==> config.mk <==
export PLATFORM = sky130hd
export DESIGN_NAME = sao_alf_ctu_prefix_bin_parser_unit_flat
export DESIGN_NICKNAME = d
export VERILOG_FILES = /design/src/rtl/core/sapb_pkg.sv /design/src/rtl/core/sapb_if.sv /design/src/rtl/core/sao_alf_ctu_prefix_bin_parser_unit.sv /design/src/rtl/core/sapb_parse_core.sv /design/src/flat_wrapper.sv
export SDC_FILE = /design/constraint.sdc
export NUM_CORES = 1
export LEC_CHECK = 0
export BUFFER_PORTS_ARGS = -buffer_cell sky130_fd_sc_hd__buf_2
export CAP_MARGIN = 40
export CORE_MARGIN = 8
export CORE_UTILIZATION = 48
export CTS_CLUSTER_DIAMETER = 50
export DETAILED_ROUTE_END_ITERATION = 16
export HOLD_SLACK_MARGIN = 0.1
export PLACE_DENSITY_LB_ADDON = 0.25
export SLEW_MARGIN = 20
export SYNTH_ARGS = -nofsm -noshare
export SYNTH_HDL_FRONTEND = slang
export SYNTH_SLANG_ARGS = --single-unit
==> constraint.sdc <==
create_clock -name clock -period 4.3 [get_ports clock]
set_input_delay 0.645 -clock clock [delete_from_list [all_inputs] [get_ports clock]]
set_output_delay 0.645 -clock clock [all_outputs]
set_load 0.03 [all_outputs]
==> src/rtl/core/sapb_pkg.sv <==
// ---------------------------------------------------------------------------
// sapb_pkg
// Types, codes and parse step functions for the SAO/ALF CTU prefix bin parser.
// ---------------------------------------------------------------------------
package sapb_pkg;

   typedef enum logic [3:0] {
      PH_IDLE         = 4'd0,
      PH_SAO_TYPE     = 4'd1,
      PH_SAO_KIND     = 4'd2,
      PH_SAO_OFFSET   = 4'd3,
      PH_SAO_SIGN     = 4'd4,
      PH_SAO_BAND     = 4'd5,
      PH_SAO_EO       = 4'd6,
      PH_ALF_CTB      = 4'd7,
      PH_ALF_TEMP     = 4'd8,
      PH_ALF_TB_FIX   = 4'd9,
      PH_ALF_TB_EXTRA = 4'd10,
      PH_DONE         = 4'd11
   } phase_type;

   // next bin kind codes
   localparam logic [2:0] KIND_NONE     = 3'd0;
   localparam logic [2:0] KIND_SAO_TYPE = 3'd1;
   localparam logic [2:0] KIND_ALF_CTB  = 3'd2;
   localparam logic [2:0] KIND_ALF_TEMP = 3'd3;
   localparam logic [2:0] KIND_BYPASS   = 3'd4;

   // sao modes
   localparam logic [1:0] SAO_OFF  = 2'd0;
   localparam logic [1:0] SAO_BAND = 2'd1;
   localparam logic [1:0] SAO_EDGE = 2'd2;

   // error codes
   localparam logic [1:0] ERR_OK    = 2'd0;
   localparam logic [1:0] ERR_SEQ   = 2'd1;
   localparam logic [1:0] ERR_ALF   = 2'd2;

   // request modes
   localparam logic REQ_START = 1'b0;
   localparam logic REQ_BIN   = 1'b1;

   // component indexes
   localparam logic [1:0] COMP_Y  = 2'd0;
   localparam logic [1:0] COMP_CB = 2'd1;
   localparam logic [1:0] COMP_CR = 2'd2;

   // configuration register indexes
   localparam logic [2:0] CSR_STREAM_VALID   = 3'd0;
   localparam logic [2:0] CSR_SAO_LUMA_ON    = 3'd1;
   localparam logic [2:0] CSR_SAO_CHROMA_ON  = 3'd2;
   localparam logic [2:0] CSR_SAMPLE_DEPTH   = 3'd3;
   localparam logic [2:0] CSR_ALF_ON         = 3'd4;
   localparam logic [2:0] CSR_ALF_UNSUPPORTED = 3'd5;
   localparam logic [2:0] CSR_ALF_SEQ_USE    = 3'd6;
   localparam logic [2:0] CSR_LUMA_APS_COUNT = 3'd7;

   localparam int CSR_INDEX_W = 3;
   localparam int CSR_DATA_W  = 5;

   localparam logic [4:0] DEPTH_RESET  = 5'd8;
   localparam logic [4:0] TB_FIXED_MAX = 5'd16;
   localparam logic [7:0] SAO_CNT_MAX  = 8'd255;
   localparam logic [3:0] ALF_CNT_MAX  = 4'd15;
   localparam logic [2:0] BAND_POS_BITS = 3'd5;
   localparam logic [2:0] EO_CLASS_BITS = 3'd2;

   typedef struct packed {
      logic       stream_valid;
      logic       sao_luma_on;
      logic       sao_chroma_on;
      logic [4:0] sample_bit_depth;
      logic       alf_on;
      logic       alf_unsupported;
      logic       alf_seq_use;
      logic [2:0] luma_aps_count;
   } cfg_type;

   typedef struct packed {
      phase_type       phase;
      logic [1:0]      comp;
      logic [1:0]      cb_mode;
      logic [1:0]      cur_mode;
      logic [1:0]      off_idx;
      logic [4:0]      unary;
      logic [3:0][4:0] store;
      logic [4:0]      acc;
      logic [2:0]      left;
      logic [7:0]      sao_cnt;
      logic [3:0]      alf_cnt;
      logic [1:0]      luma_mode;
      logic [1:0]      chroma_mode;
      logic            alf_luma;
      logic            alf_temp;
      logic [1:0]      err;
      logic [19:0]     luma_pack;
      logic [4:0]      band_pos;
      logic [4:0]      tb_max;
   } st_type;

   typedef struct packed {
      logic [2:0]  next_bin_kind;
      logic        done_res;
      logic [1:0]  error_code;
      logic [1:0]  luma_sao_mode;
      logic [1:0]  chroma_sao_mode;
      logic [19:0] luma_offsets;
      logic [4:0]  luma_band_position;
      logic        alf_luma_flag;
      logic        alf_temporal_flag;
      logic [7:0]  sao_bin_count;
      logic [3:0]  alf_bin_count;
   } res_type;

   // largest truncated-unary offset for a bit depth
   function automatic logic [4:0] max_q(input logic [4:0] depth);
      logic [4:0] q;
      case (depth) inside
         [5'd0:5'd5]: q = 5'd0;
         5'd6:        q = 5'd1;
         5'd7:        q = 5'd3;
         5'd8:        q = 5'd7;
         5'd9:        q = 5'd15;
         default:     q = 5'd31;
      endcase
      return q;
   endfunction

   function automatic logic [2:0] tb_thresh(input logic [4:0] n);
      logic [2:0] t;
      if (n >= 5'd16)     t = 3'd4;
      else if (n >= 5'd8) t = 3'd3;
      else if (n >= 5'd4) t = 3'd2;
      else                t = 3'd1;
      return t;
   endfunction

   function automatic st_type f_finish(input st_type s, input logic [1:0] e);
      st_type r;
      r       = s;
      r.err   = e;
      r.phase = PH_DONE;
      return r;
   endfunction

   function automatic st_type f_alf_begin(input st_type s, input cfg_type c);
      st_type r;
      r = s;
      if (!c.alf_on)             r = f_finish(s, ERR_OK);
      else if (c.alf_unsupported) r = f_finish(s, ERR_ALF);
      else if (!c.alf_seq_use)   r = f_finish(s, ERR_OK);
      else                       r.phase = PH_ALF_CTB;
      return r;
   endfunction

   function automatic st_type f_tb_start(input st_type s, input logic [4:0] n);
      st_type r;
      r = s;
      if (n <= 5'd1) begin
         r = f_finish(s, ERR_OK);
      end else begin
         r.tb_max = n;
         r.left   = tb_thresh(n);
         r.acc    = 5'd0;
         r.phase  = PH_ALF_TB_FIX;
      end
      return r;
   endfunction

   // first nonzero offset from start onwards wants a sign bin
   function automatic st_type f_sign_scan(input st_type s, input logic [2:0] start);
      st_type r;
      logic   found;
      r     = s;
      found = 1'b0;
      for (int i = 0; i < 4; i++) begin
         if (!found && (3'(i) >= start) && (s.store[i] != 5'd0)) begin
            r.off_idx = 2'(i);
            r.phase   = PH_SAO_SIGN;
            found     = 1'b1;
         end
      end
      if (!found) begin
         r.left  = BAND_POS_BITS;
         r.acc   = 5'd0;
         r.phase = PH_SAO_BAND;
      end
      return r;
   endfunction

   // cr reuses the cb mode and never reads edge classes
   function automatic st_type f_cr_begin(input st_type s, input cfg_type c);
      st_type r;
      r          = s;
      r.comp     = COMP_CR;
      r.cur_mode = s.cb_mode;
      if (r.cur_mode == SAO_OFF) begin
         r = f_alf_begin(r, c);
      end else begin
         r.store   = '0;
         r.off_idx = 2'd0;
         r.unary   = 5'd0;
         if (max_q(c.sample_bit_depth) != 5'd0) r.phase = PH_SAO_OFFSET;
         else if (r.cur_mode == SAO_BAND)       r = f_sign_scan(r, 3'd0);
         else                                   r = f_alf_begin(r, c);
      end
      return r;
   endfunction

   function automatic st_type f_next_comp(input st_type s, input cfg_type c);
      st_type     r;
      logic [1:0] last;
      r    = s;
      last = c.sao_chroma_on ? COMP_CR : COMP_Y;
      if (s.comp >= last) begin
         r = f_alf_begin(s, c);
      end else if (s.comp == COMP_Y) begin
         r.comp  = COMP_CB;
         r.phase = PH_SAO_TYPE;
      end else begin
         r = f_cr_begin(s, c);
      end
      return r;
   endfunction

   function automatic st_type f_after_offsets(input st_type s, input cfg_type c);
      st_type r;
      r = s;
      if (s.comp == COMP_Y) r.luma_pack = s.store;
      if (s.cur_mode == SAO_BAND) begin
         r = f_sign_scan(r, 3'd0);
      end else if (s.comp != COMP_CR) begin
         r.left  = EO_CLASS_BITS;
         r.acc   = 5'd0;
         r.phase = PH_SAO_EO;
      end else begin
         r = f_next_comp(r, c);
      end
      return r;
   endfunction

   function automatic st_type f_begin_mode(input st_type s, input logic [1:0] m,
                                           input cfg_type c);
      st_type r;
      r          = s;
      r.cur_mode = m;
      if (s.comp == COMP_Y) r.luma_mode = m;
      if (s.comp == COMP_CB) begin
         r.chroma_mode = m;
         r.cb_mode     = m;
      end
      if (m == SAO_OFF) begin
         r = f_next_comp(r, c);
      end else begin
         r.store   = '0;
         r.off_idx = 2'd0;
         r.unary   = 5'd0;
         if (max_q(c.sample_bit_depth) == 5'd0) r = f_after_offsets(r, c);
         else                                   r.phase = PH_SAO_OFFSET;
      end
      return r;
   endfunction

   function automatic st_type f_store_offset(input st_type s, input logic [4:0] v,
                                             input cfg_type c);
      st_type r;
      r                = s;
      r.store[s.off_idx] = v;
      if (s.off_idx == 2'd3) begin
         r = f_after_offsets(r, c);
      end else begin
         r.off_idx = s.off_idx + 2'd1;
         r.unary   = 5'd0;
      end
      return r;
   endfunction

   function automatic st_type f_start(input cfg_type c);
      st_type r;
      r       = '0;
      r.phase = PH_IDLE;
      if (!c.stream_valid) begin
         r = f_finish(r, ERR_SEQ);
      end else if (c.sao_luma_on) begin
         r.comp  = COMP_Y;
         r.phase = PH_SAO_TYPE;
      end else if (c.sao_chroma_on) begin
         r.comp  = COMP_CB;
         r.phase = PH_SAO_TYPE;
      end else begin
         r = f_alf_begin(r, c);
      end
      return r;
   endfunction

   function automatic st_type f_take_bin(input st_type s, input logic b, input cfg_type c);
      st_type     r;
      logic [5:0] u;
      logic [2:0] th;
      r  = s;
      th = tb_thresh(s.tb_max);
      u  = (6'd2 << th) - {1'b0, s.tb_max};
      if (s.phase inside {[PH_SAO_TYPE:PH_SAO_EO]}) begin
         if (s.sao_cnt < SAO_CNT_MAX) r.sao_cnt = s.sao_cnt + 8'd1;
      end else if (s.phase inside {[PH_ALF_CTB:PH_ALF_TB_EXTRA]}) begin
         if (s.alf_cnt < ALF_CNT_MAX) r.alf_cnt = s.alf_cnt + 4'd1;
      end
      case (s.phase)
         PH_SAO_TYPE: begin
            if (b) r.phase = PH_SAO_KIND;
            else   r = f_begin_mode(r, SAO_OFF, c);
         end
         PH_SAO_KIND: begin
            r = f_begin_mode(r, b ? SAO_EDGE : SAO_BAND, c);
         end
         PH_SAO_OFFSET: begin
            if (!b) begin
               r = f_store_offset(r, s.unary, c);
            end else begin
               r.unary = s.unary + 5'd1;
               if (r.unary >= max_q(c.sample_bit_depth)) r = f_store_offset(r, r.unary, c);
            end
         end
         PH_SAO_SIGN: begin
            r = f_sign_scan(r, {1'b0, s.off_idx} + 3'd1);
         end
         PH_SAO_BAND, PH_SAO_EO: begin
            r.acc = {s.acc[3:0], b};
            if (s.left != 3'd0) r.left = s.left - 3'd1;
            if (r.left == 3'd0) begin
               if (s.phase == PH_SAO_BAND && s.comp == COMP_Y) r.band_pos = r.acc;
               r = f_next_comp(r, c);
            end
         end
         PH_ALF_CTB: begin
            if (!b) begin
               r = f_finish(r, ERR_OK);
            end else begin
               r.alf_luma = 1'b1;
               if (c.luma_aps_count != 3'd0) r.phase = PH_ALF_TEMP;
               else                          r = f_tb_start(r, TB_FIXED_MAX);
            end
         end
         PH_ALF_TEMP: begin
            if (b) begin
               r.alf_temp = 1'b1;
               if (c.luma_aps_count > 3'd1) r = f_tb_start(r, {2'b00, c.luma_aps_count});
               else                         r = f_finish(r, ERR_OK);
            end else begin
               r = f_tb_start(r, TB_FIXED_MAX);
            end
         end
         PH_ALF_TB_FIX: begin
            r.acc = {s.acc[3:0], b};
            if (s.left != 3'd0) r.left = s.left - 3'd1;
            if (r.left == 3'd0) begin
               if ({1'b0, r.acc} >= u) r.phase = PH_ALF_TB_EXTRA;
               else                    r = f_finish(r, ERR_OK);
            end
         end
         PH_ALF_TB_EXTRA: begin
            r = f_finish(r, ERR_OK);
         end
         default: begin
            r = s;
         end
      endcase
      return r;
   endfunction

   function automatic res_type f_result(input st_type s);
      res_type o;
      logic    done;
      o    = '0;
      done = (s.phase == PH_DONE);
      case (s.phase)
         PH_SAO_TYPE:      o.next_bin_kind = KIND_SAO_TYPE;
         PH_ALF_CTB:       o.next_bin_kind = KIND_ALF_CTB;
         PH_ALF_TEMP:      o.next_bin_kind = KIND_ALF_TEMP;
         PH_IDLE, PH_DONE: o.next_bin_kind = KIND_NONE;
         default:          o.next_bin_kind = KIND_BYPASS;
      endcase
      o.done_res = done;
      if (done) begin
         o.error_code         = s.err;
         o.luma_sao_mode      = s.luma_mode;
         o.chroma_sao_mode    = s.chroma_mode;
         o.luma_offsets       = s.luma_pack;
         o.luma_band_position = s.band_pos;
         o.alf_luma_flag      = s.alf_luma;
         o.alf_temporal_flag  = s.alf_temp;
         o.sao_bin_count      = s.sao_cnt;
         o.alf_bin_count      = s.alf_cnt;
      end
      return o;
   endfunction

endpackage

==> src/rtl/core/sapb_if.sv <==
// ---------------------------------------------------------------------------
// sapb_if
// Valid/ready channels for parser requests and parser responses.
// ---------------------------------------------------------------------------
interface sapb_req_if;
   logic valid;
   logic ready;
   logic mode;
   logic bin_value;

   modport source (output valid, output mode, output bin_value, input ready);
   modport sink   (input valid, input mode, input bin_value, output ready);
endinterface

interface sapb_rsp_if;
   logic        valid;
   logic        ready;
   logic [2:0]  next_bin_kind;
   logic        done_res;
   logic [1:0]  error_code;
   logic [1:0]  luma_sao_mode;
   logic [1:0]  chroma_sao_mode;
   logic [19:0] luma_offsets;
   logic [4:0]  luma_band_position;
   logic        alf_luma_flag;
   logic        alf_temporal_flag;
   logic [7:0]  sao_bin_count;
   logic [3:0]  alf_bin_count;

   modport source (output valid, output next_bin_kind, output done_res, output error_code,
                   output luma_sao_mode, output chroma_sao_mode, output luma_offsets,
                   output luma_band_position, output alf_luma_flag,
                   output alf_temporal_flag, output sao_bin_count, output alf_bin_count,
                   input ready);
   modport sink   (input valid, input next_bin_kind, input done_res, input error_code,
                   input luma_sao_mode, input chroma_sao_mode, input luma_offsets,
                   input luma_band_position, input alf_luma_flag,
                   input alf_temporal_flag, input sao_bin_count, input alf_bin_count,
                   output ready);
endinterface

==> src/rtl/core/sao_alf_ctu_prefix_bin_parser_unit.sv <==
// ---------------------------------------------------------------------------
// sao_alf_ctu_prefix_bin_parser_unit
// SAO and ALF CTU prefix syntax parser driven by externally decoded bins.
// ---------------------------------------------------------------------------
// Usage:
//   req_if carries one item per transfer: mode 0 opens the parse of a CTU
//   prefix, mode 1 delivers one decoded bin. Every request gives exactly one
//   response on rsp_if naming the kind of bin wanted next; once done_res is
//   set the summary fields hold the parsed SAO modes, offsets, band
//   position, ALF flags, error code and bin counts.
//   csr_wr_en/csr_index/csr_wdata write the sequence and slice settings;
//   write them only while no request is outstanding.
//   A request is held in the request register and its response in the
//   response register. While the receiver does not stall, a request is
//   taken every cycle: the request register feeds one step of parse logic
//   whose output lands in the response register, and the parse state
//   register closes the loop for the next bin in the same cycle.
//   Reset clears the parse state to idle, empties both registers and sets
//   the settings to their defaults (bit depth 8, everything else off).
//   When the receiver stalls, the response is held and the request register
//   keeps one more item; req_if.ready then drops until rsp_if.ready returns.
// ---------------------------------------------------------------------------
module sao_alf_ctu_prefix_bin_parser_unit (
   input  logic                             clock,
   input  logic                             reset,
   sapb_req_if.sink                         req_if,
   sapb_rsp_if.source                       rsp_if,
   input  logic                             csr_wr_en,
   input  logic [sapb_pkg::CSR_INDEX_W-1:0] csr_index,
   input  logic [sapb_pkg::CSR_DATA_W-1:0]  csr_wdata
);
   import sapb_pkg::*;

   cfg_type cfg_ff;
   logic    in_valid_ff;
   logic    in_valid_in;
   logic    in_mode_ff;
   logic    in_bin_ff;
   logic    out_valid_ff;
   logic    out_valid_in;
   res_type out_res_ff;
   res_type step_res;
   logic    advance;
   logic    step_en;
   logic    req_xfer;

   assign advance  = !out_valid_ff || rsp_if.ready;
   assign step_en  = in_valid_ff && advance;
   assign req_if.ready = !in_valid_ff || advance;
   assign req_xfer = req_if.valid && req_if.ready;

   always_comb begin
      if (req_xfer)     in_valid_in = 1'b1;
      else if (step_en) in_valid_in = 1'b0;
      else              in_valid_in = in_valid_ff;
      if (step_en)           out_valid_in = 1'b1;
      else if (rsp_if.ready) out_valid_in = 1'b0;
      else                   out_valid_in = out_valid_ff;
   end

   always_ff @(posedge clock) begin
      if (reset) begin
         in_valid_ff  <= 1'b0;
         out_valid_ff <= 1'b0;
      end else begin
         in_valid_ff  <= in_valid_in;
         out_valid_ff <= out_valid_in;
      end
   end

   always_ff @(posedge clock) begin
      if (req_xfer) begin
         in_mode_ff <= req_if.mode;
         in_bin_ff  <= req_if.bin_value;
      end
      if (step_en) out_res_ff <= step_res;
   end

   // settings registers
   always_ff @(posedge clock) begin
      if (reset) begin
         cfg_ff <= '{stream_valid: 1'b0, sao_luma_on: 1'b0, sao_chroma_on: 1'b0,
                     sample_bit_depth: DEPTH_RESET, alf_on: 1'b0,
                     alf_unsupported: 1'b0, alf_seq_use: 1'b0,
                     luma_aps_count: 3'd0};
      end else if (csr_wr_en) begin
         case (csr_index)
            CSR_STREAM_VALID:    cfg_ff.stream_valid     <= csr_wdata[0];
            CSR_SAO_LUMA_ON:     cfg_ff.sao_luma_on      <= csr_wdata[0];
            CSR_SAO_CHROMA_ON:   cfg_ff.sao_chroma_on    <= csr_wdata[0];
            CSR_SAMPLE_DEPTH:    cfg_ff.sample_bit_depth <= csr_wdata;
            CSR_ALF_ON:          cfg_ff.alf_on           <= csr_wdata[0];
            CSR_ALF_UNSUPPORTED: cfg_ff.alf_unsupported  <= csr_wdata[0];
            CSR_ALF_SEQ_USE:     cfg_ff.alf_seq_use      <= csr_wdata[0];
            CSR_LUMA_APS_COUNT:  cfg_ff.luma_aps_count   <= csr_wdata[2:0];
            default:             cfg_ff                  <= cfg_ff;
         endcase
      end
   end

   sapb_parse_core u_core (
      .clock     (clock),
      .reset     (reset),
      .step_en   (step_en),
      .step_mode (in_mode_ff),
      .step_bin  (in_bin_ff),
      .cfg       (cfg_ff),
      .step_res  (step_res)
   );

   assign rsp_if.valid              = out_valid_ff;
   assign rsp_if.next_bin_kind      = out_res_ff.next_bin_kind;
   assign rsp_if.done_res           = out_res_ff.done_res;
   assign rsp_if.error_code         = out_res_ff.error_code;
   assign rsp_if.luma_sao_mode      = out_res_ff.luma_sao_mode;
   assign rsp_if.chroma_sao_mode    = out_res_ff.chroma_sao_mode;
   assign rsp_if.luma_offsets       = out_res_ff.luma_offsets;
   assign rsp_if.luma_band_position = out_res_ff.luma_band_position;
   assign rsp_if.alf_luma_flag      = out_res_ff.alf_luma_flag;
   assign rsp_if.alf_temporal_flag  = out_res_ff.alf_temporal_flag;
   assign rsp_if.sao_bin_count      = out_res_ff.sao_bin_count;
   assign rsp_if.alf_bin_count      = out_res_ff.alf_bin_count;

endmodule

==> src/rtl/core/sapb_parse_core.sv <==
// ---------------------------------------------------------------------------
// sapb_parse_core
// Parse state register and the combinational step over one start or bin.
// ---------------------------------------------------------------------------
module sapb_parse_core (
   input  logic              clock,
   input  logic              reset,
   input  logic              step_en,
   input  logic              step_mode,
   input  logic              step_bin,
   input  sapb_pkg::cfg_type cfg,
   output sapb_pkg::res_type step_res
);
   import sapb_pkg::*;

   st_type st_ff;
   st_type st_in;

   always_comb begin
      if (step_mode == REQ_START) st_in = f_start(cfg);
      else                        st_in = f_take_bin(st_ff, step_bin, cfg);
   end

   // result reflects the state left by this step
   assign step_res = f_result(st_in);

   always_ff @(posedge clock) begin
      if (reset) begin
         st_ff <= '0;
      end else if (step_en) begin
         st_ff <= st_in;
      end
   end

endmodule

==> src/flat_wrapper.sv <==
// flat-port wrapper written by rule: the top's interface ports become plain ports
module sao_alf_ctu_prefix_bin_parser_unit_flat import sapb_pkg::*;
  (clock, reset, csr_wr_en, csr_index, csr_wdata, req_if_valid, req_if_mode, req_if_bin_value, req_if_ready, rsp_if_valid, rsp_if_next_bin_kind, rsp_if_done_res, rsp_if_error_code, rsp_if_luma_sao_mode, rsp_if_chroma_sao_mode, rsp_if_luma_offsets, rsp_if_luma_band_position, rsp_if_alf_luma_flag, rsp_if_alf_temporal_flag, rsp_if_sao_bin_count, rsp_if_alf_bin_count, rsp_if_ready);
  sapb_req_if req_if_i ();
  sapb_rsp_if rsp_if_i ();
  input  logic clock;
  input  logic reset;
  input  logic csr_wr_en;
  input  logic [sapb_pkg::CSR_INDEX_W-1:0] csr_index;
  input  logic [sapb_pkg::CSR_DATA_W-1:0] csr_wdata;
  input wire logic [$bits(req_if_i.valid)-1:0] req_if_valid;
  input wire logic [$bits(req_if_i.mode)-1:0] req_if_mode;
  input wire logic [$bits(req_if_i.bin_value)-1:0] req_if_bin_value;
  output wire logic [$bits(req_if_i.ready)-1:0] req_if_ready;
  output wire logic [$bits(rsp_if_i.valid)-1:0] rsp_if_valid;
  output wire logic [$bits(rsp_if_i.next_bin_kind)-1:0] rsp_if_next_bin_kind;
  output wire logic [$bits(rsp_if_i.done_res)-1:0] rsp_if_done_res;
  output wire logic [$bits(rsp_if_i.error_code)-1:0] rsp_if_error_code;
  output wire logic [$bits(rsp_if_i.luma_sao_mode)-1:0] rsp_if_luma_sao_mode;
  output wire logic [$bits(rsp_if_i.chroma_sao_mode)-1:0] rsp_if_chroma_sao_mode;
  output wire logic [$bits(rsp_if_i.luma_offsets)-1:0] rsp_if_luma_offsets;
  output wire logic [$bits(rsp_if_i.luma_band_position)-1:0] rsp_if_luma_band_position;
  output wire logic [$bits(rsp_if_i.alf_luma_flag)-1:0] rsp_if_alf_luma_flag;
  output wire logic [$bits(rsp_if_i.alf_temporal_flag)-1:0] rsp_if_alf_temporal_flag;
  output wire logic [$bits(rsp_if_i.sao_bin_count)-1:0] rsp_if_sao_bin_count;
  output wire logic [$bits(rsp_if_i.alf_bin_count)-1:0] rsp_if_alf_bin_count;
  input wire logic [$bits(rsp_if_i.ready)-1:0] rsp_if_ready;
  assign req_if_i.valid = req_if_valid;
  assign req_if_i.mode = req_if_mode;
  assign req_if_i.bin_value = req_if_bin_value;
  assign req_if_ready = req_if_i.ready;
  assign rsp_if_valid = rsp_if_i.valid;
  assign rsp_if_next_bin_kind = rsp_if_i.next_bin_kind;
  assign rsp_if_done_res = rsp_if_i.done_res;
  assign rsp_if_error_code = rsp_if_i.error_code;
  assign rsp_if_luma_sao_mode = rsp_if_i.luma_sao_mode;
  assign rsp_if_chroma_sao_mode = rsp_if_i.chroma_sao_mode;
  assign rsp_if_luma_offsets = rsp_if_i.luma_offsets;
  assign rsp_if_luma_band_position = rsp_if_i.luma_band_position;
  assign rsp_if_alf_luma_flag = rsp_if_i.alf_luma_flag;
  assign rsp_if_alf_temporal_flag = rsp_if_i.alf_temporal_flag;
  assign rsp_if_sao_bin_count = rsp_if_i.sao_bin_count;
  assign rsp_if_alf_bin_count = rsp_if_i.alf_bin_count;
  assign rsp_if_i.ready = rsp_if_ready;
  sao_alf_ctu_prefix_bin_parser_unit u_core (.clock(clock), .reset(reset), .req_if(req_if_i), .rsp_if(rsp_if_i), .csr_wr_en(csr_wr_en), .csr_index(csr_index), .csr_wdata(csr_wdata));
endmodule
=== Word-level counts from Yosys, hierarchy flattened ===
Index checks and enable logic that the tools add are counted.

* Add/sub/neg operators: 7
* Order comparisons: 23
* Equality and inequality tests: 121
* Shifts and indexed selects: 1
* Mux-type cells: 380
* Reduce and logical (&&, ||, !) cells: 83

{| class="wikitable"
|+ Operators by type and width
! kind !! count
|-
| two-way mux 95 bit || 96
|-
| case mux 95 bit (9 select lines) || 1
|-
| two-way mux 91 bit || 8
|-
| two-way mux 89 bit || 8
|-
| two-way mux 32 bit || 18
|-
| two-way mux 20 bit || 16
|-
| two-way mux 5 bit || 48
|-
| two-way mux 93 bit || 2
|-
| two-way mux 78 bit || 2
|-
| two-way mux 50 bit || 3
|-
| two-way mux 4 bit || 31
|-
| != test 6 bit, second input constant || 20
|-
| two-way mux 33 bit || 3
|-
| != test 4 bit, second input constant || 24
|-
| nonzero test 5 bit || 18
|-
| two-way mux 8 bit || 10
|-
| two-way mux 2 bit || 39
|-
| two-way mux 1 bit || 70
|-
| != test 3 bit, second input constant || 20
|-
| two-way mux 58 bit || 1
|-
| two-way mux 6 bit || 8
|-
| != test 5 bit, second input constant || 9
|-
| bitwise mux 20 bit || 2
|-
| AND reduction 40 bit || 1
|-
| other kinds (68) || 157
|}

* Bits in registers: 162
* Input bits: 15
* Output and inout bits: 51
* Word-level logic and storage cells: 660

=== Depth between registers and ports, before layout ===
* Word-level depth: 51
* Depth in mapped cells: 16
* Mapped depth without buffers: 14

=== Modules after synthesis ===
A second synthesis with hierarchy kept.

* Cell total of the unflattened synthesis: 1,312
* Area total of the unflattened synthesis: 10,437.5 um2

{| class="wikitable"
|+ By module, submodules not included
! module !! instances !! cells an instance !! area each (um2)
|-
| sapb_parse_core || 1 || 1,192 || 8,185.4
|-
| sao_alf_ctu_prefix_bin_parser_unit || 1 || 120 || 2,252.2
|}

=== Least setup slack after synthesis ===
Ideal clock, no wire load.

* Path kind: flip-flop to flip-flop
* From: reg u_core.u_core.st_ff[78] (netlist bit)
* To: reg u_core.out_res_ff (netlist bit u_core.rsp_if.chroma_sao_mode[0]), data pin
* Library setup time: 261 ps
* Arrival time: 3,427 ps
* Data required time: 4,039 ps
* Path slack: 612 ps
* Cell stages (with the launch flop): 17
* Path buffers: 3
* Period minus slack after synthesis: 3,688 ps
* Cell sequence: dfxtp_1 -> ha_1 -> buf_2 -> and3_1 -> xnor2_1 -> inv_1 -> ha_1 -> a21oi_1 -> and2_1 -> o21ai_1 -> nand4_1 -> nand2_1 -> a311oi_1 -> or4_4 -> buf_6 -> buf_6 -> nor2_4

* Longest elaborated chain between the ends: 45
* Elaborated cells on any way between the ends: 95
* Those cells by class: add/sub: 1; order compare: 1; eq/ne: 1; mux: 72; reduce/logical: 20

{| class="wikitable"
|+ Ends and longest elaborated chain
! what !! line !! RTL
|-
| start, declared || sapb_parse_core.sv:16 || <nowiki>st_type st_ff;</nowiki>
|-
| start signal, assigned || sapb_parse_core.sv:31 || <nowiki>st_ff <= st_in;</nowiki>
|-
| adder 5 x 1 -> 5 bit || sapb_pkg.sv:320 || <nowiki>r.unary = s.unary + 5'd1;</nowiki>
|-
| bitwise mux 20 bit || sapb_pkg.sv:268 || <nowiki>r.store[s.off_idx] = v;</nowiki>
|-
| nonzero test 5 bit || sapb_pkg.sv:177 || <nowiki>if (!found && (3'(i) >= start) && (s.store[i] != 5'd0)) begin</nowiki>
|-
| two-way mux 1 bit || sapb_pkg.sv:177 ||
|-
| two-way mux 1 bit || sapb_pkg.sv:230 || <nowiki>if (s.cur_mode == SAO_BAND) begin</nowiki>
|-
| two-way mux 1 bit || sapb_pkg.sv:269 || <nowiki>if (s.off_idx == 2'd3) begin</nowiki>
|-
| two-way mux 1 bit || sapb_pkg.sv:321 || <nowiki>if (r.unary >= max_q(c.sample_bit_depth)) r = f_store_offset(r, r.unary, c);</nowiki>
|-
| two-way mux 1 bit || sapb_pkg.sv:317 || <nowiki>if (!b) begin</nowiki>
|-
| [... 29 more ...] || n/a ||
|-
| two-way mux 4 bit || sapb_pkg.sv:183 || <nowiki>if (!found) begin</nowiki>
|-
| two-way mux 95 bit || sapb_pkg.sv:230 ||
|-
| two-way mux 10 bit || sapb_pkg.sv:269 ||
|-
| two-way mux 95 bit || sapb_pkg.sv:321 ||
|-
| two-way mux 95 bit * || sapb_pkg.sv:317 ||
|-
| case mux 95 bit (9 select lines) * || sapb_pkg.sv:308 || <nowiki>case (s.phase)</nowiki>
|-
| two-way mux 95 bit * || sapb_parse_core.sv:20 || <nowiki>if (step_mode == REQ_START) st_in = f_start(cfg);</nowiki>
|-
| equality test 4 bit || sapb_pkg.sv:375 || <nowiki>done = (s.phase == PH_DONE);</nowiki>
|-
| end signal, assigned || sao_alf_ctu_prefix_bin_parser_unit.sv:76 || <nowiki>if (step_en) out_res_ff <= step_res;</nowiki>
|-
| end, declared || sao_alf_ctu_prefix_bin_parser_unit.sv:41 || <nowiki>res_type out_res_ff;</nowiki>
|}

Mark *: on every way between the ends. The rest lies on a longest branch, timed or not. The select of a mux whose other input is x is not followed.
A chain may end at the register's enable or synchronous reset.

=== Worst setup path after layout ===
* From: reg u_core.u_core.st_ff[79] (netlist bit)
* To: reg u_core.out_res_ff (netlist bit u_core.rsp_if.luma_offsets[10]), data pin

The elaborated chain is that of the path after synthesis.

==> impl_metrics.tcl <==
set metrics [dict create \
    status "finished clean" \
    placed_area_um2 11040 \
    synth_edf_count 51 \
    layout-drive-gt1-share_pct 15.28 \
    fin_crit_ns 4.107 \
    die_w_um 162.9 \
    critPathMaxStageDelay_ns 0.72 \
    vias_per_cell 6.379 \
    start_util_pct 49.11 \
    htreeDepth 4 \
    min_from "req_if_mode" \
    slowest_stage "or4_4" \
    setup_viol 0 \
    synth-seq-cells 160 \
    diodes 0 \
    post_drt_wl_per_cell_um 19.88 \
    yosysWarnings 0 \
    syn-cell-area_um2 10360 \
    swShare_pct 30.20 \
    pre_cts_ws_ns 0.1777 \
    clkTransAtPathRegs_ns 0.08 \
    syn2layout_area_growth_pct 12.30 \
    critPathKind "reg -> reg" \
    syn_avg_cell_area_um2 8.305 \
    syn_inst 1247 \
    grt_first_pass_wirelength_mm 49.75 \
    rsz0062_at_grt "false" \
    powerDensity_nw_per_um2 309.4 \
    p_leak_uw 0.004029 \
    path_cells "ha_1 > and3_1 > xnor2_1 > inv_1 > ha_1 > a21oi_1 > and2_1 > o21ai_1 > nand4_1 > nand2_1 > a311oi_2 > or4_4 > buf_12 > nor2_1" \
    rows 53 \
    hold_depth 1 \
    setup_ws_ns 0.1932 \
    drc 0 \
    synth_top_cells_by_area "dfxtp_1, edfxtp_1, nor2_1" \
    worst_slew_pin_slew_ns 0.8898 \
    drt_pass1_iterations 6 \
    clkPwrFrac_pct 42.8 \
    p_seq_share_pct 45.1 \
    synth_cell_type_count 88 \
    grt_max_degree 104 \
    peakVddDrop_mv 0.2579 \
    setup_tns_ns 0 \
    r2r_end "u_core.rsp_if.luma_offsets[10]" \
    finalInstanceArea_um2 11630 \
    end_kind "flop" \
    power_frac_comb_pct 12.2 \
    fill_cells 1999 \
    crit_fanout 26 \
    core_area_um2 21090 \
    num_io_pins 66 \
    port_buffers 65 \
    cts_root_buf "clkbuf_16" \
    antenna_found_initial 0 \
    cap_violations 0 \
    die-area_um2 26530 \
    rrSetupSlack_ns 0.19 \
    cpMostUsedCell "ha_1" \
    reg2reg_depth 14 \
    power_switching_uw 1087 \
    crit_required_ns 4.60 \
    cts_tree "yes" \
    rr_startpoint "u_core.u_core.st_ff[79]" \
    fin_crit_sh_pct 95.51 \
    clk_latency_ns 0.44 \
    grt_pass1_vias 9160 \
    grt-ovfl-total 0 \
    cp_data_arrival_time_ns 4.40 \
    hold_class "in -> reg" \
    hold_path_end "u_core.in_mode_ff" \
    finalHoldViolations 0 \
    cp-start-kind "flop" \
    crit_buf_inv 2 \
    seqCellArea_um2 3714 \
    yosysTopAreaCellShare_pct 21.07 \
    drt_first_iter_violations 1158 \
    slew_headroom_pct 40.56 \
    synthFlopType "dfxtp_1" \
    cellInternalPower_uw 2512 \
    die_h_um 162.9 \
    layout.nets 1330 \
    drv_slew 0 \
    finClkSkew_ns 0.01414 \
    cts_buffers 17 \
    clockBufferDepth 2 \
    yosysSeqAreaShare_pct 35.86 \
    crit_family "simple AND/OR/NAND/NOR gates" \
    synth_top_area_cell "dfxtp_1" \
    grt_use_total_pct 23.05 \
    finalWeightedCongestion 0.9615 \
    synthArstFlopShare_pct 0 \
    ant_nets 0 \
    cts_sinks 160 \
    multi_input_area_um2 6165 \
    wirelength_mm 31.35 \
    num_vias 10060 \
    hpwl_mm 22.34 \
    clock.fmax_ghz 0.2435 \
]
-- cells in the final DEF, fill, tap and decap left out, types with 8 or more instances in the layout --
master	instances
buf_2	64
nand2_1	81
o21ai_0	60
nand4_1	12
nand3_1	39
a211oi_1	32
nand2b_1	20
nand3b_1	11
o211ai_1	19
a21oi_1	82
a22oi_1	57
o22ai_1	9
edfxtp_1	51
inv_1	24
buf_4	45
nor2_4	20
clkbuf_16	17
a31oi_1	18
nor2_1	177
nor2b_1	16
mux2i_1	45
ha_1	26
a21o_1	9
nor3_1	51
nor3b_1	13
dfxtp_1	109
and2_1	8
-- Yosys cell counts (all sizes together), types with 12 or more instances --
| cell type | count |
|---|---|
| ha | 26 |
| mux2i | 45 |
| a21oi | 82 |
| a22oi | 57 |
| a31oi | 18 |
| nand3 | 39 |
| edfxtp | 51 |
| nand4 | 12 |
| nor2 | 198 |
| clkbuf | 62 |
| dfxtp | 109 |
| o211ai | 20 |
| nand2b | 20 |
| buf | 28 |
| inv | 27 |
| o21ai | 62 |
| a211oi | 34 |
| nand2 | 82 |
| nor3b | 14 |
| nor2b | 16 |
| nor3 | 51 |
-- power groups by stage --
stage               Clock [uW]  Combinational (uW)  Sequential (uW)
floorplan                    0                 283             1680
global placement             0                 424             1650
detailed placement           0                 429             1660
CTS                       1550                 430             1620
global route              1600                 471             1630
finish                    1540                 438             1620
-- per-stage QoR --
| step | std cells | hold WS (ns) | util [%] | power [uW] |
|---|---|---|---|---|
| after floorplan | 1248 | 0.4407 | - | 1961 |
| after global placement | 1543 | 0.4497 | 52.23 | 2079 |
| after detailed placement | 1545 | 0.4573 | 52.36 | 2084 |
| after CTS | 1577 | 0.3768 | 55.12 | 3596 |
| after global routing | 1577 | 0.3832 | 55.15 | 3700 |
| final | 1577 | 0.3871 | 55.15 | 3598 |
-- worst max-delay path by stage --
stage	startpoint	to	slack, ns	cells after the start
after floorplan	u_core.u_core.st_ff[78]	u_core.rsp_if.chroma_sao_mode[0]	0.61	16
after global placement	u_core.u_core.st_ff[79]	u_core.rsp_if.luma_offsets[4]	0.27	12
after detailed placement	u_core.u_core.st_ff[79]	u_core.rsp_if.luma_offsets[10]	0.18	14
after CTS	u_core.u_core.st_ff[79]	u_core.rsp_if.luma_offsets[10]	0.16	14
after global routing	u_core.u_core.st_ff[79]	u_core.rsp_if.luma_offsets[8]	0.02	14
final	u_core.u_core.st_ff[79]	u_core.rsp_if.luma_offsets[10]	0.19	14
-- registers in the layout, summed over array words and instances, names as in the netlist, 3 cells and up --
register                          count
u_core.u_core.st_ff                  93
u_core.rsp_if.luma_offsets           20
u_core.cfg_ff                        14
u_core.rsp_if.sao_bin_count           8
u_core.rsp_if.luma_band_position      5
u_core.rsp_if.alf_bin_count           4
u_core.rsp_if.next_bin_kind           3
-- layout make-up --
cell class                      instances  share of cell area, %
Tap cell                              275                  2.959
Timing Repair Buffer                  112                  6.175
Inverter                               28                 0.9145
Sequential cell                       160                  31.93
Clock buffer                           18                  3.776
Clock inverter                         14                  1.237
Multi-Input combinational cell        970                  53.01
-- layer usage --
metal | vias up | routed length, um | track usage [%]
li1 | 4745 | - | -
met1 | 4779 | 14500 | 32.70
met2 | 487 | 13540 | 34.44
met3 | 48 | 2846 | 5.081
met4 | 0 | 456 | 6.505
met5 | - | 0 | 0
-- timing repair --
| action | 4_1_cts | 5_1_grt |
|---|---|---|
| resized for setup | 0 | 1 |
| hold buffers | 0 | 0 |
| hold endpoints to repair | 0 | 0 |
| buffers inserted | 0 | 0 |
| endpoints found under the setup margin | 0 | 26 |
-- cell families (layout without fill, tap and decap cells) --
group / Yosys count / count (layout) / share of synthesized area (%)
AO/OA/AOI/OAI: 381 / 381 / 25.14
XOR/XNOR: 14 / 14 / 1.257
adder cells (fa/ha/maj): 26 / 26 / 3.141
buffers and inverters: 118 / 172 / 4.712
flip-flops: 160 / 160 / 35.86
multiplexers: 48 / 48 / 4.676
other: 1 / 2 / 0.03621
AND/OR/NAND/NOR: 499 / 499 / 25.18
No activity file was read; power rests on OpenSTA's default activity.
